===== src/rtl/salloc_pkg.sv =====
// Shared types, codes and constants for the slot allocator.
// No dependencies; used by every RTL file of the block.
package salloc_pkg;

    localparam int SLOTS_DEFAULT = 16;
    localparam int SLOT_IDX_W    = 4;
    localparam int CFG_W         = 5;
    localparam logic [CFG_W-1:0] CFG_RESET = 5'd16;

    typedef enum logic [1:0] {
        MODE_ALLOC   = 2'd0,
        MODE_RELEASE = 2'd1,
        MODE_SCAN    = 2'd2
    } mode_t;

    typedef enum logic [2:0] {
        ST_ALLOCATED     = 3'd0,
        ST_NO_VACANCY    = 3'd1,
        ST_RELEASED      = 3'd2,
        ST_BAD_INDEX     = 3'd3,
        ST_ALREADY_EMPTY = 3'd4,
        ST_SCAN_ENTRY    = 3'd5,
        ST_SCAN_NONE     = 3'd6
    } status_t;

    typedef enum logic [2:0] {
        S_IDLE,
        S_ALLOC,
        S_REL_CHECK,
        S_REL_EMIT,
        S_SCAN_SEEK,
        S_SCAN_LOAD
    } state_t;

    typedef struct packed {
        logic [1:0]            mode;
        logic [SLOT_IDX_W-1:0] slot_index;
        logic [15:0]           worker_tag;
        logic [31:0]           salary;
    } req_t;

    typedef struct packed {
        status_t               status;
        logic [SLOT_IDX_W-1:0] slot;
        logic [15:0]           worker_tag_out;
        logic [31:0]           salary_out;
        logic                  last;
    } rsp_t;

    // Controller to datapath
    typedef struct packed {
        logic    capture;
        logic    ptr_inc;
        logic    alloc_commit;
        logic    rel_commit;
        logic    pend_load;
        logic    emit;
        status_t emit_status;
        logic    emit_last;
    } cmd_t;

    // Datapath to controller
    typedef struct packed {
        logic [1:0] in_mode;
        logic       ptr_in_range;
        logic       occ_at_ptr;
        logic       idx_bad;
        logic       occ_at_idx;
        logic       out_free;
        logic       have_pend;
    } sts_t;

endpackage


===== src/rtl/salloc_dp.sv =====
// Datapath of the slot allocator: request capture, slot pointer, occupancy
// bits, tag and salary memories, scan hold entry and output register.
// Depends on salloc_pkg.
module salloc_dp #(
    parameter int SLOTS = salloc_pkg::SLOTS_DEFAULT
) (
    input  logic                              aclk,
    input  logic                              aresetn,
    input  salloc_pkg::req_t                  s_data,
    input  logic                              cfg_we,
    input  logic [salloc_pkg::CFG_W-1:0]      cfg_wdata,
    input  salloc_pkg::cmd_t                  cmd,
    output salloc_pkg::sts_t                  sts,
    output logic                              m_valid,
    input  logic                              m_ready,
    output salloc_pkg::rsp_t                  m_data
);

    localparam int SLOT_W = (SLOTS > 1) ? $clog2(SLOTS) : 1;
    localparam int CNT_W  = $clog2(SLOTS + 1);
    localparam int CMP_W  = (CNT_W > salloc_pkg::SLOT_IDX_W) ? CNT_W : salloc_pkg::SLOT_IDX_W;
    localparam int IW     = salloc_pkg::SLOT_IDX_W;

    logic [salloc_pkg::CFG_W-1:0] cfg_reg;
    logic [CNT_W-1:0]             n_cnt;

    logic [1:0]       mode_reg;
    logic [IW-1:0]    idx_reg;
    logic [15:0]      tag_reg;
    logic [31:0]      sal_reg;
    logic [CNT_W-1:0] ptr_reg;
    logic [SLOTS-1:0] occ_reg;

    logic          have_pend_reg;
    logic [IW-1:0] pend_slot_reg;
    logic [15:0]   pend_tag_reg;
    logic [31:0]   pend_sal_reg;

    logic [15:0] tag_mem [SLOTS];
    logic [31:0] sal_mem [SLOTS];
    logic [15:0] rd_tag_reg;
    logic [31:0] rd_sal_reg;

    logic             out_valid_reg;
    salloc_pkg::rsp_t out_reg;
    salloc_pkg::rsp_t rsp_next;

    logic [SLOT_W-1:0] ptr_addr;
    logic [SLOT_W-1:0] idx_addr;
    logic [SLOT_W-1:0] rd_addr;

    // Saturate the enabled count at the table size
    always_comb begin
        if (32'(cfg_reg) > SLOTS) begin
            n_cnt = CNT_W'(SLOTS);
        end else begin
            n_cnt = CNT_W'(cfg_reg);
        end
    end

    assign ptr_addr = ptr_reg[SLOT_W-1:0];
    assign idx_addr = SLOT_W'(idx_reg);
    assign rd_addr  = (mode_reg == salloc_pkg::MODE_RELEASE) ? idx_addr : ptr_addr;

    assign sts.in_mode      = s_data.mode;
    assign sts.ptr_in_range = ptr_reg < n_cnt;
    assign sts.occ_at_ptr   = occ_reg[ptr_addr];
    assign sts.idx_bad      = CMP_W'(idx_reg) >= CMP_W'(n_cnt);
    assign sts.occ_at_idx   = occ_reg[idx_addr];
    assign sts.out_free     = !out_valid_reg || m_ready;
    assign sts.have_pend    = have_pend_reg;

    always_ff @(posedge aclk) begin
        if (!aresetn) begin
            cfg_reg <= salloc_pkg::CFG_RESET;
        end else if (cfg_we) begin
            cfg_reg <= cfg_wdata;
        end
    end

    always_ff @(posedge aclk) begin
        if (cmd.capture) begin
            mode_reg <= s_data.mode;
            idx_reg  <= s_data.slot_index;
            tag_reg  <= s_data.worker_tag;
            sal_reg  <= s_data.salary;
        end
    end

    always_ff @(posedge aclk) begin
        if (!aresetn) begin
            ptr_reg       <= '0;
            occ_reg       <= '0;
            have_pend_reg <= 1'b0;
        end else begin
            if (cmd.capture) begin
                ptr_reg       <= '0;
                have_pend_reg <= 1'b0;
            end else if (cmd.ptr_inc) begin
                ptr_reg <= ptr_reg + CNT_W'(1);
            end
            if (cmd.pend_load) begin
                have_pend_reg <= 1'b1;
            end
            if (cmd.alloc_commit) begin
                occ_reg[ptr_addr] <= 1'b1;
            end
            if (cmd.rel_commit) begin
                occ_reg[idx_addr] <= 1'b0;
            end
        end
    end

    // Hold the last occupied slot found until the next one shows whether it is final
    always_ff @(posedge aclk) begin
        if (cmd.pend_load) begin
            pend_slot_reg <= IW'(ptr_reg);
            pend_tag_reg  <= rd_tag_reg;
            pend_sal_reg  <= rd_sal_reg;
        end
    end

    always_ff @(posedge aclk) begin
        if (cmd.alloc_commit) begin
            tag_mem[ptr_addr] <= tag_reg;
            sal_mem[ptr_addr] <= sal_reg;
        end
        rd_tag_reg <= tag_mem[rd_addr];
        rd_sal_reg <= sal_mem[rd_addr];
    end

    always_comb begin
        rsp_next                = '0;
        rsp_next.status         = cmd.emit_status;
        rsp_next.last           = cmd.emit_last;
        case (cmd.emit_status)
            salloc_pkg::ST_ALLOCATED: begin
                rsp_next.slot = IW'(ptr_reg);
            end
            salloc_pkg::ST_RELEASED: begin
                rsp_next.slot           = idx_reg;
                rsp_next.worker_tag_out = rd_tag_reg;
            end
            salloc_pkg::ST_BAD_INDEX,
            salloc_pkg::ST_ALREADY_EMPTY: begin
                rsp_next.slot = idx_reg;
            end
            salloc_pkg::ST_SCAN_ENTRY: begin
                rsp_next.slot           = pend_slot_reg;
                rsp_next.worker_tag_out = pend_tag_reg;
                rsp_next.salary_out     = pend_sal_reg;
            end
            default: begin
                rsp_next.slot = '0;
            end
        endcase
    end

    always_ff @(posedge aclk) begin
        if (!aresetn) begin
            out_valid_reg <= 1'b0;
        end else if (cmd.emit) begin
            out_valid_reg <= 1'b1;
        end else if (m_ready) begin
            out_valid_reg <= 1'b0;
        end
    end

    always_ff @(posedge aclk) begin
        if (cmd.emit) begin
            out_reg <= rsp_next;
        end
    end

    assign m_valid = out_valid_reg;
    assign m_data  = out_reg;

endmodule


===== src/rtl/salloc_ctrl.sv =====
// Controller of the slot allocator: sequences allocate, release and scan.
// Depends on salloc_pkg; drives the datapath by command word.
module salloc_ctrl (
    input  logic             aclk,
    input  logic             aresetn,
    input  logic             s_valid,
    output logic             s_ready,
    input  salloc_pkg::sts_t sts,
    output salloc_pkg::cmd_t cmd
);

    salloc_pkg::state_t state_reg;
    salloc_pkg::state_t state_next;

    always_ff @(posedge aclk) begin
        if (!aresetn) begin
            state_reg <= salloc_pkg::S_IDLE;
        end else begin
            state_reg <= state_next;
        end
    end

    always_comb begin
        state_next = state_reg;
        case (state_reg)
            salloc_pkg::S_IDLE: begin
                if (s_valid) begin
                    case (sts.in_mode)
                        salloc_pkg::MODE_ALLOC:   state_next = salloc_pkg::S_ALLOC;
                        salloc_pkg::MODE_RELEASE: state_next = salloc_pkg::S_REL_CHECK;
                        salloc_pkg::MODE_SCAN:    state_next = salloc_pkg::S_SCAN_SEEK;
                        default:                  state_next = salloc_pkg::S_IDLE;
                    endcase
                end
            end
            salloc_pkg::S_ALLOC: begin
                if (!(sts.ptr_in_range && sts.occ_at_ptr) && sts.out_free) begin
                    state_next = salloc_pkg::S_IDLE;
                end
            end
            salloc_pkg::S_REL_CHECK: begin
                if (sts.idx_bad || !sts.occ_at_idx) begin
                    if (sts.out_free) begin
                        state_next = salloc_pkg::S_IDLE;
                    end
                end else begin
                    state_next = salloc_pkg::S_REL_EMIT;
                end
            end
            salloc_pkg::S_REL_EMIT: begin
                if (sts.out_free) begin
                    state_next = salloc_pkg::S_IDLE;
                end
            end
            salloc_pkg::S_SCAN_SEEK: begin
                if (!sts.ptr_in_range) begin
                    if (sts.out_free) begin
                        state_next = salloc_pkg::S_IDLE;
                    end
                end else if (sts.occ_at_ptr) begin
                    if (!sts.have_pend || sts.out_free) begin
                        state_next = salloc_pkg::S_SCAN_LOAD;
                    end
                end
            end
            salloc_pkg::S_SCAN_LOAD: begin
                state_next = salloc_pkg::S_SCAN_SEEK;
            end
            default: begin
                state_next = salloc_pkg::S_IDLE;
            end
        endcase
    end

    always_comb begin
        cmd             = '0;
        cmd.emit_status = salloc_pkg::ST_ALLOCATED;
        cmd.emit_last   = 1'b1;
        s_ready         = 1'b0;
        case (state_reg)
            salloc_pkg::S_IDLE: begin
                s_ready     = 1'b1;
                cmd.capture = s_valid;
            end
            salloc_pkg::S_ALLOC: begin
                if (sts.ptr_in_range && sts.occ_at_ptr) begin
                    cmd.ptr_inc = 1'b1;
                end else if (sts.out_free) begin
                    cmd.emit = 1'b1;
                    if (sts.ptr_in_range) begin
                        cmd.emit_status  = salloc_pkg::ST_ALLOCATED;
                        cmd.alloc_commit = 1'b1;
                    end else begin
                        cmd.emit_status = salloc_pkg::ST_NO_VACANCY;
                    end
                end
            end
            salloc_pkg::S_REL_CHECK: begin
                if (sts.idx_bad) begin
                    cmd.emit        = sts.out_free;
                    cmd.emit_status = salloc_pkg::ST_BAD_INDEX;
                end else if (!sts.occ_at_idx) begin
                    cmd.emit        = sts.out_free;
                    cmd.emit_status = salloc_pkg::ST_ALREADY_EMPTY;
                end
            end
            salloc_pkg::S_REL_EMIT: begin
                cmd.emit        = sts.out_free;
                cmd.rel_commit  = sts.out_free;
                cmd.emit_status = salloc_pkg::ST_RELEASED;
            end
            salloc_pkg::S_SCAN_SEEK: begin
                if (!sts.ptr_in_range) begin
                    cmd.emit        = sts.out_free;
                    cmd.emit_status = sts.have_pend ? salloc_pkg::ST_SCAN_ENTRY
                                                    : salloc_pkg::ST_SCAN_NONE;
                end else if (sts.occ_at_ptr) begin
                    // flush the held entry, it is not the final one
                    cmd.emit        = sts.have_pend && sts.out_free;
                    cmd.emit_status = salloc_pkg::ST_SCAN_ENTRY;
                    cmd.emit_last   = 1'b0;
                end else begin
                    cmd.ptr_inc = 1'b1;
                end
            end
            salloc_pkg::S_SCAN_LOAD: begin
                cmd.pend_load = 1'b1;
                cmd.ptr_inc   = 1'b1;
            end
            default: begin
                s_ready = 1'b0;
            end
        endcase
    end

endmodule


===== src/rtl/slot_allocator_with_scan_core.sv =====
// Top level of the slot allocator: controller plus datapath.
// Depends on salloc_pkg, salloc_ctrl and salloc_dp.
//
//   channel  | handshake         | word
//   ---------+-------------------+-------------------------------
//   request  | s_valid / s_ready | salloc_pkg::req_t (s_data)
//   result   | m_valid / m_ready | salloc_pkg::rsp_t (m_data)
//   config   | cfg_we            | cfg_wdata, enabled slot count
//
// A pointer walks the table from slot 0. Allocate steps past occupied slots to
// the lowest free one, or past all enabled ones on no vacancy; release checks
// index and occupancy before it returns the tag. Scan holds each occupied slot.
// The next request is taken the cycle after the final result is registered.
// Reset clears occupancy and the pending result; slot memories are not cleared.
// A stalled result holds the walk at the next emission point.
module slot_allocator_with_scan_core #(
    parameter int SLOTS = salloc_pkg::SLOTS_DEFAULT
) (
    input  logic                         aclk,
    input  logic                         aresetn,
    input  logic                         s_valid,
    output logic                         s_ready,
    input  salloc_pkg::req_t             s_data,
    output logic                         m_valid,
    input  logic                         m_ready,
    output salloc_pkg::rsp_t             m_data,
    input  logic                         cfg_we,
    input  logic [salloc_pkg::CFG_W-1:0] cfg_wdata
);

    salloc_pkg::cmd_t cmd;
    salloc_pkg::sts_t sts;

    salloc_ctrl u_ctrl (
        .aclk    (aclk),
        .aresetn (aresetn),
        .s_valid (s_valid),
        .s_ready (s_ready),
        .sts     (sts),
        .cmd     (cmd)
    );

    salloc_dp #(
        .SLOTS (SLOTS)
    ) u_dp (
        .aclk      (aclk),
        .aresetn   (aresetn),
        .s_data    (s_data),
        .cfg_we    (cfg_we),
        .cfg_wdata (cfg_wdata),
        .cmd       (cmd),
        .sts       (sts),
        .m_valid   (m_valid),
        .m_ready   (m_ready),
        .m_data    (m_data)
    );

endmodule


===== config.mk =====
export PLATFORM = sky130hd
export DESIGN_NAME = slot_allocator_with_scan_core
export DESIGN_NICKNAME = d
export VERILOG_FILES = /design/src/rtl/salloc_pkg.sv /design/src/rtl/salloc_dp.sv /design/src/rtl/salloc_ctrl.sv /design/src/rtl/slot_allocator_with_scan_core.sv
export SDC_FILE = /design/constraint.sdc
export NUM_CORES = 1
export LEC_CHECK = 0
export BUFFER_PORTS_ARGS = -buffer_cell sky130_fd_sc_hd__buf_2
export CAP_MARGIN = 20
export CORE_MARGIN = 2
export CORE_UTILIZATION = 46
export DETAILED_ROUTE_END_ITERATION = 8
export PLACE_DENSITY = 0.72
export SLEW_MARGIN = 20
export SYNTH_ARGS = -nofsm -noshare
export SYNTH_HDL_FRONTEND = slang
export SYNTH_HIERARCHICAL = 1
export SYNTH_SLANG_ARGS = --single-unit

===== constraint.sdc =====
create_clock -name aclk -period 14.3 [get_ports aclk]
set_input_delay 2.145 -clock aclk [delete_from_list [all_inputs] [get_ports aclk]]
set_output_delay 2.145 -clock aclk [all_outputs]
set_load 0.01 [all_outputs]

==> results of run 1 <==
[critical path, delay by kind of cell, from the launching register on]
kind | cells | cell delay (ns)
flops | 1 | 0.83
simple gates | 4 | 2.41
mux | 2 | 1.18
buf+inv | 1 | 0.56
[kinds of logic (layout without fill, tap and decap cells)]
| logic type | Yosys count | after routing | synth area share, % |
|---|---|---|---|
| muxes | 353 | 353 | 9.21 |
| DFF | 1009 | 1009 | 74.3 |
| xor gates and xnor gates | 3 | 3 | 0.0661 |
| AOI/OAI and AO/OA | 469 | 469 | 9.42 |
| and+or+nand+nor | 308 | 308 | 3.67 |
| adders and majority gates | 13 | 13 | 0.409 |
| buffers and inverters | 278 | 462 | 2.97 |
[worst paths after layout]
kind	end	slack, ns	depth (start not counted)
max	u_dp/sal_mem[13][26]$_DFFE_PP_	8.92	7
min	u_dp/pend_sal_reg[26]$_DFFE_PP_	0.40	0
max reg2reg	u_dp/sal_mem[13][26]$_DFFE_PP_	8.92	7
min reg2reg	u_dp/pend_sal_reg[26]$_DFFE_PP_	0.40	0
[synth_stat cells (all sizes together) (12+ instances only)]
cell type	count
a2111oi	49
a211oi	193
a21oi	12
a22o	64
and2	35
buf	85
clkbuf	85
dfxtp	79
edfxtp	930
ha	13
inv	107
mux2i	342
nand2	28
nand2b	12
nor2	150
nor3	53
o221ai	96
o22ai	12
[where the power goes]
part	switching [mW]	internal, mW	leakage (nW)	total [mW]
combinational	0.207	0.117	5.43	0.323
sequential	0.0795	3.31	9.11	3.39
clock	1.11	1.58	1.69	2.69
[cell usage in the layout (no fill, tap or decap), types with 28 or more instances in the layout]
cell type,netlist,final
o221ai_1,96,96
inv_1,107,106
nor2_1,150,137
clkbuf_16,0,102
a211oi_1,193,193
buf_4,10,38
edfxtp_1,930,930
nor3_1,53,49
and2_1,35,34
mux2i_1,342,341
a2111oi_0,49,46
buf_2,67,121
nand2_1,28,28
dfxtp_1,79,78
a22o_1,64,64
[cell type report]
class                           count  area (um2)
Clock buffer                      128        2730
Clock inverter                     64         691
Fill cell                        6719       40400
Inverter                          108         407
Multi-Input combinational cell   1146        9310
Sequential cell                  1009       29500
Tap cell                         1144        1430
Timing Repair Buffer              162         958
[routing by layer]
metal | up-vias | GRT usage (%) | share of wire (%)
met4 | 4 | 7.09 | 2.4
met1 | 11200 | 27.2 | 42
met2 | 959 | 32.9 | 48
li1 | 9869 | - | -
met3 | 169 | 3.51 | 7.4
met5 | - | 0 | 0.029
[per-stage QoR]
stage / util (%) / hold slack, ns / cells
after floorplan: - / 0.386 / 2433
after global placement: 48.7 / 0.390 / 3567
after detailed placement: 48.7 / 0.390 / 3567
after CTS: 52.7 / 0.403 / 3759
after global routing: 52.7 / 0.410 / 3761
final: 52.7 / 0.402 / 3761
==> metrics.txt, run 1 <==
actual slew at the worst max-slew pin=1.14 ns; post-route ant nets=0; Largest Register=u_dp/sal_mem; row cnt=107; FF+latch count, synth=1009; setup slack after layout=8.92 ns; Initial DRC Count=2267; Pwr per Cell Area=142 nW/um2; area grow syn2layout=13.3%; die width=298 um; Place WS=8.62 ns; first-pass GRT wire length=138000 um; Syn. warnings=6; largest net degree at the start of global routing=150; Worst-Skew Late Latency=0.67 ns; total chip power=6.40 mW; Tcrit/Tclk final=37.6%; critical path arrival=5.69 ns; hpwl dp=47900 um; top post-synthesis cells by area=edfxtp_1 70%, mux2i_1 8.6%, dfxtp_1 4.0%; via count=22200; status=finished clean; Netlist cell types=62; Rel. slew slack=24.1%; critical hold path startpoint=u_dp/rd_sal_reg[26]$_DFF_P_; crit end category=flip-flop; fmax=186 MHz; Clock Path Buffers=3; GP Congestion=0.832; Post-route DRC=0; Root Driver=clkbuf_16; TritonCTS Buffers=101; Synth area leader=edfxtp_1; synthesized cell area=39700 um2; Syn Nets=2510; Leak=16.2 nW; FF-to-FF Start=u_dp/ptr_reg[0]$_SDFFE_PP0P_; Total Wirelength=90900 um; Syn Area/Cell=16.3 um2; Pre-antenna DRT Iters=7; Setup crit start=u_dp/ptr_reg[0]$_SDFFE_PP0P_; VDD IR max=0.101 mV; final hold vios=0; full die area=88800 um2; Yosys top cell area share=70.3%; Worst path max stage delay=0.92 ns; Area after DPL=41600 um2; WL per Instance=24.2 um; Starting Density=46.5%; vias per inst=5.91; HP Class=reg -> reg; ys flop type=edfxtp_1; Post-CTS Setup Inserts=0; share of layout cells above drive strength 1=14.4%; gr usage total=20.1%; # H-tree levels=3; Max Cap Viol=0; Setup CP Type=reg -> reg; Seq/Total Area, Yosys=74.3%; cell breakdown of the critical path=mux4_2, mux4_2, nand2b_1, nor4_1, nand2_1, nor2_4, buf_4; CP max-delay cell=nor2_4; CTS hold repair buffers=0; number of flops mapped to enable cells by yosys=930; Clock Sink Count=1009; CTS tree=built; setup_tns=0 ns; port bufs=121; Nets=2605; Resized Gates After CTS=0; worst-path fanout max=48; core area=85400 um2; crit start category=flip-flop; initial antenna violation count=2; max FFs per register=512; ANT cells=0; Post-synth ARST share=0%; vias in the first global route=22800; RSZ-0062 raised after global routing=no; grt total ovfl=0; clock period minus final worst setup slack=5.38 ns; max-slew violations=0; Die Height=298 um; most frequent cell on the critical path=mux4_2; synthesized instance count=2433; endpoints failing setup=0; fin area=45000 um2; clock-pin slew on the worst setup and hold paths=0.06 ns; clk_skew=0.0323 ns; Crit path required time=14.60 ns; num ports=122
Note: power is estimated with default switching activity, not from simulation.
==> run 2, diff against run 1 <==
--- a/config.mk
+++ b/config.mk
@@ -5,12 +5,13 @@
 export SDC_FILE = /design/constraint.sdc
 export NUM_CORES = 1
 export LEC_CHECK = 0
+export ABC_AREA = 1
 export BUFFER_PORTS_ARGS = -buffer_cell sky130_fd_sc_hd__buf_2
 export CAP_MARGIN = 20
 export CORE_MARGIN = 2
 export CORE_UTILIZATION = 46
 export DETAILED_ROUTE_END_ITERATION = 8
-export PLACE_DENSITY = 0.72
+export PLACE_DENSITY = 0.74
 export SLEW_MARGIN = 20
 export SYNTH_ARGS = -nofsm -noshare
 export SYNTH_HDL_FRONTEND = slang
==> constraint.sdc (replaced) <==
create_clock -name aclk -period 4.3 [get_ports aclk]
set_input_delay 0.645 -clock aclk [delete_from_list [all_inputs] [get_ports aclk]]
set_output_delay 0.645 -clock aclk [all_outputs]
set_load 0.01 [all_outputs]
==> metrics.txt, run 2 <==
status=finished clean (unchanged); CTS tree=built (unchanged); Max Cap Viol=0 (unchanged); ys flop type=edfxtp_1 (unchanged); P_sw=5.20 mW (was 1.39 mW); endpoints failing setup=0 (unchanged); Post-Synth Simple-Gate Area=18.1% (was 3.67%); share of layout cells above drive strength 1=9.44% (was 14.4%); Post-synth ARST share=0% (unchanged); area grow syn2layout=12.6% (was 13.3%); port bufs=121 (unchanged); Setup CP Type=reg -> reg (unchanged); vias in the first global route=27100 (was 22800); combinational power share=8.1% (was 5.1%); Worst-Skew Late Latency=0.66 ns (was 0.67 ns); Rel. slew slack=34.1% (was 24.1%); # H-tree levels=3 (unchanged); Pint=16.4 mW (was 5.01 mW); clk_skew=0.0321 ns (was 0.0323 ns); Largest Register=u_dp/sal_mem (unchanged); most frequent cells in the layout=931 x nand3_1, 930 x edfxtp_1, 854 x inv_1, 652 x nand2_1, 121 x buf_2 (was 930 x edfxtp_1, 341 x mux2i_1, 193 x a211oi_1, 137 x nor2_1, 121 x buf_2); Syn. warnings=6 (unchanged); commonest non-fill, non-tap cell in the layout=nand3_1 (was edfxtp_1); largest net degree at the start of global routing=115 (was 150); Reg2Reg Depth=12 (was 7); Post-CTS Setup Inserts=0 (unchanged); Netlist cell types=35 (was 62); TritonCTS Buffers=96 (was 101); HP Class=in -> reg (was reg -> reg); Seq/Total Area, Yosys=70.1% (was 74.3%); Place WS=0.719 ns (was 8.62 ns); vias per inst=5.32 (was 5.91); Clock Sink Count=1009 (unchanged); RSZ-0062 raised after global routing=no (unchanged); num ports=122 (unchanged); Worst path max stage delay=0.72 ns (was 0.92 ns); final hold vios=0 (unchanged); row cnt=110 (was 107); cell breakdown of the critical path=inv_1, o21ai_0, o22ai_1, nand3_1, nand4_1, nand2_1, inv_1, nor4_1, buf_4, nand2_1, nor2_4, buf_4 (was mux4_2, mux4_2, nand2b_1, nor4_1, nand2_1, nor2_4, buf_4); worst-path fanout max=27 (was 48); Post-Synth Adder-Cell Area=0.387% (was 0.409%); top post-synthesis cells by area=edfxtp_1 66%, nand3_1 11%, inv_1 7.6% (was edfxtp_1 70%, mux2i_1 8.6%, dfxtp_1 4.0%); fmax=273 MHz (was 186 MHz); number of flops mapped to enable cells by yosys=930 (unchanged); crit end category=flip-flop (unchanged); Syn Area/Cell=10.8 um2 (was 16.3 um2); Pre-antenna DRT Iters=5 (was 7); Synth area leader=edfxtp_1 (unchanged); core area=90300 um2 (was 85400 um2); CTS hold repair buffers=0 (unchanged); sequential share of power=53.4% (was 53.0%); Pwr per Cell Area=456 nW/um2 (was 142 nW/um2); largest family of logic cells by synthesized area=simple AND/OR/NAND/NOR gates (was compound AO/OA/AOI/OAI gates); Die Height=306 um (was 298 um); max-slew violations=0 (unchanged); full die area=93900 um2 (was 88800 um2); clock period minus final worst setup slack=3.67 ns (was 5.38 ns); initial antenna violation count=2 (unchanged); crit start category=flip-flop (unchanged); hpwl dp=56000 um (was 47900 um); hold depth=1 (was 0); post-synthesis xor/xnor area fraction=0% (was 0.0661%); Total Wirelength=101000 um (was 90900 um); synthesized instance count=3891 (was 2433); critical path arrival=3.93 ns (was 5.69 ns); CP max-delay cell=dfxtp_1 (was nor2_4); setup slack after layout=0.632 ns (was 8.92 ns); die width=306 um (was 298 um); Post-route DRC=0 (unchanged); sw frac=24.1% (was 21.8%); Compound-Gate Fraction of Synth Area=1.50% (was 9.42%); Tcrit/Tclk final=85.3% (was 37.6%); actual slew at the worst max-slew pin=0.988 ns (was 1.14 ns); grt total ovfl=0 (unchanged); synthesized cell area=42100 um2 (was 39700 um2); Nets=4049 (was 2605); Starting Density=46.6% (was 46.5%); clock-pin slew on the worst setup and hold paths=0.06 ns (about the same); FF+latch count, synth=1009 (unchanged); hold_ws=0.164 ns (was 0.402 ns); Clk pwr share=38.5% (was 42.0%); WL per Instance=19.4 um (was 24.2 um); post-route ant nets=0 (unchanged); Leak=19.8 nW (was 16.2 nW); most frequent cell after synthesis=nand3_1 (was edfxtp_1); Syn Nets=3968 (was 2510); Yosys top cell area share=66.4% (was 70.3%); max FFs per register=512 (unchanged); post-synthesis mux area share=0% (was 9.21%); VDD IR max=0.278 mV (was 0.101 mV); Final Core Density=52.5% (was 52.7%); via count=27900 (was 22200); total chip power=21.6 mW (was 6.40 mW); gr usage total=21.4% (was 20.1%); Root Driver=clkbuf_16 (unchanged); first-pass GRT wire length=155000 um (was 138000 um); Initial DRC Count=2907 (was 2267); Resized Gates After CTS=0 (unchanged); Crit path required time=4.56 ns (was 14.60 ns); Post-synth top cells=933 x nand3_1, 930 x edfxtp_1, 857 x inv_1 (was 930 x edfxtp_1, 342 x mux2i_1, 193 x a211oi_1); Clock Path Buffers=3 (unchanged); GP Congestion=0.853 (was 0.832)
==> run 2: cell types whose count changed in the layout (fill, tap and decap cells not counted), sizes merged, moves of 58 or more <==
cell	change
inv	+755
nand3	+929
a22o	-63
a211oi	-193
mux2i	-342
o221ai	-94
nand2	+632
nor2	-58
==> run 2: kinds of logic after synthesis <==
family,Yosys count
and+or+nand+nor,1696
buffers and inverters,1063
DFF,1009
AOI/OAI and AO/OA,110
adders and majority gates,13
==> run 2: path summary, 6_finish.rpt <==
check,start,slack [ns],to
worst max-delay path,u_dp/ptr_reg[0]$_SDFFE_PP0P_,0.63,u_dp/sal_mem[7][22]$_DFFE_PP_
worst min-delay path,s_data[41],0.16,u_dp/tag_reg[9]$_DFFE_PP_
worst max register to register,u_dp/ptr_reg[0]$_SDFFE_PP0P_,0.63,u_dp/sal_mem[7][22]$_DFFE_PP_
worst min register to register,u_dp/rd_sal_reg[4]$_DFF_P_,0.40,u_dp/pend_sal_reg[4]$_DFFE_PP_
==> run 2: area by class of cell <==
cell class                      instances  area [um2]
Antenna cell                            2        5.00
Fill cell                            7459       42900
Inverter                              863        3240
Timing Repair Buffer                  183        1400
Multi-Input combinational cell       1819        8620
Tap cell                             1176        1470
Clock buffer                          122        2620
Sequential cell                      1009       29500
Clock inverter                         60         508
==> run 2: critical path: cells and delay by family (launching register included) <==
kind                   cells  cell delay [ns]
buffers and inverters      4             1.09
AO/OA/AOI/OAI              2             0.37
AND/OR/NAND/NOR            6             1.04
flip-flops                 1             0.72
==> run 2: metrics by stage <==
| stage | instance area, um2 | cells | setup TNS (ns) |
|---|---|---|---|
| floorplan | 42100 | 3891 | -375.45 |
| global placement | 44200 | 5049 | 0 |
| detailed placement | 44200 | 5050 | 0 |
| CTS | 47400 | 5232 | 0 |
| global route | 47400 | 5232 | 0 |
| finish | 47400 | 5234 | 0 |
==> run 2: routing by layer <==
layer / vias up / wire length, um / share of wire [%] / track usage, %
li1: 13000 / - / - / -
met1: 13400 / 39800 / 39 / 27.3
met2: 1264 / 50400 / 50 / 36.6
met3: 235 / 7440 / 7.3 / 2.79
met4: 2 / 3690 / 3.6 / 9.53
met5: - / 20 / 0.020 / 0
==> run 2: power groups by stage <==
stage,Sequential [mW],Clock (mW),Combinational [mW]
finish,11.5,8.32,1.74
floorplan,11.6,0,1.07
global placement,11.7,0,1.69
detailed placement,11.7,0,1.74
global route,11.6,8.82,1.91
CTS,11.5,8.46,1.75
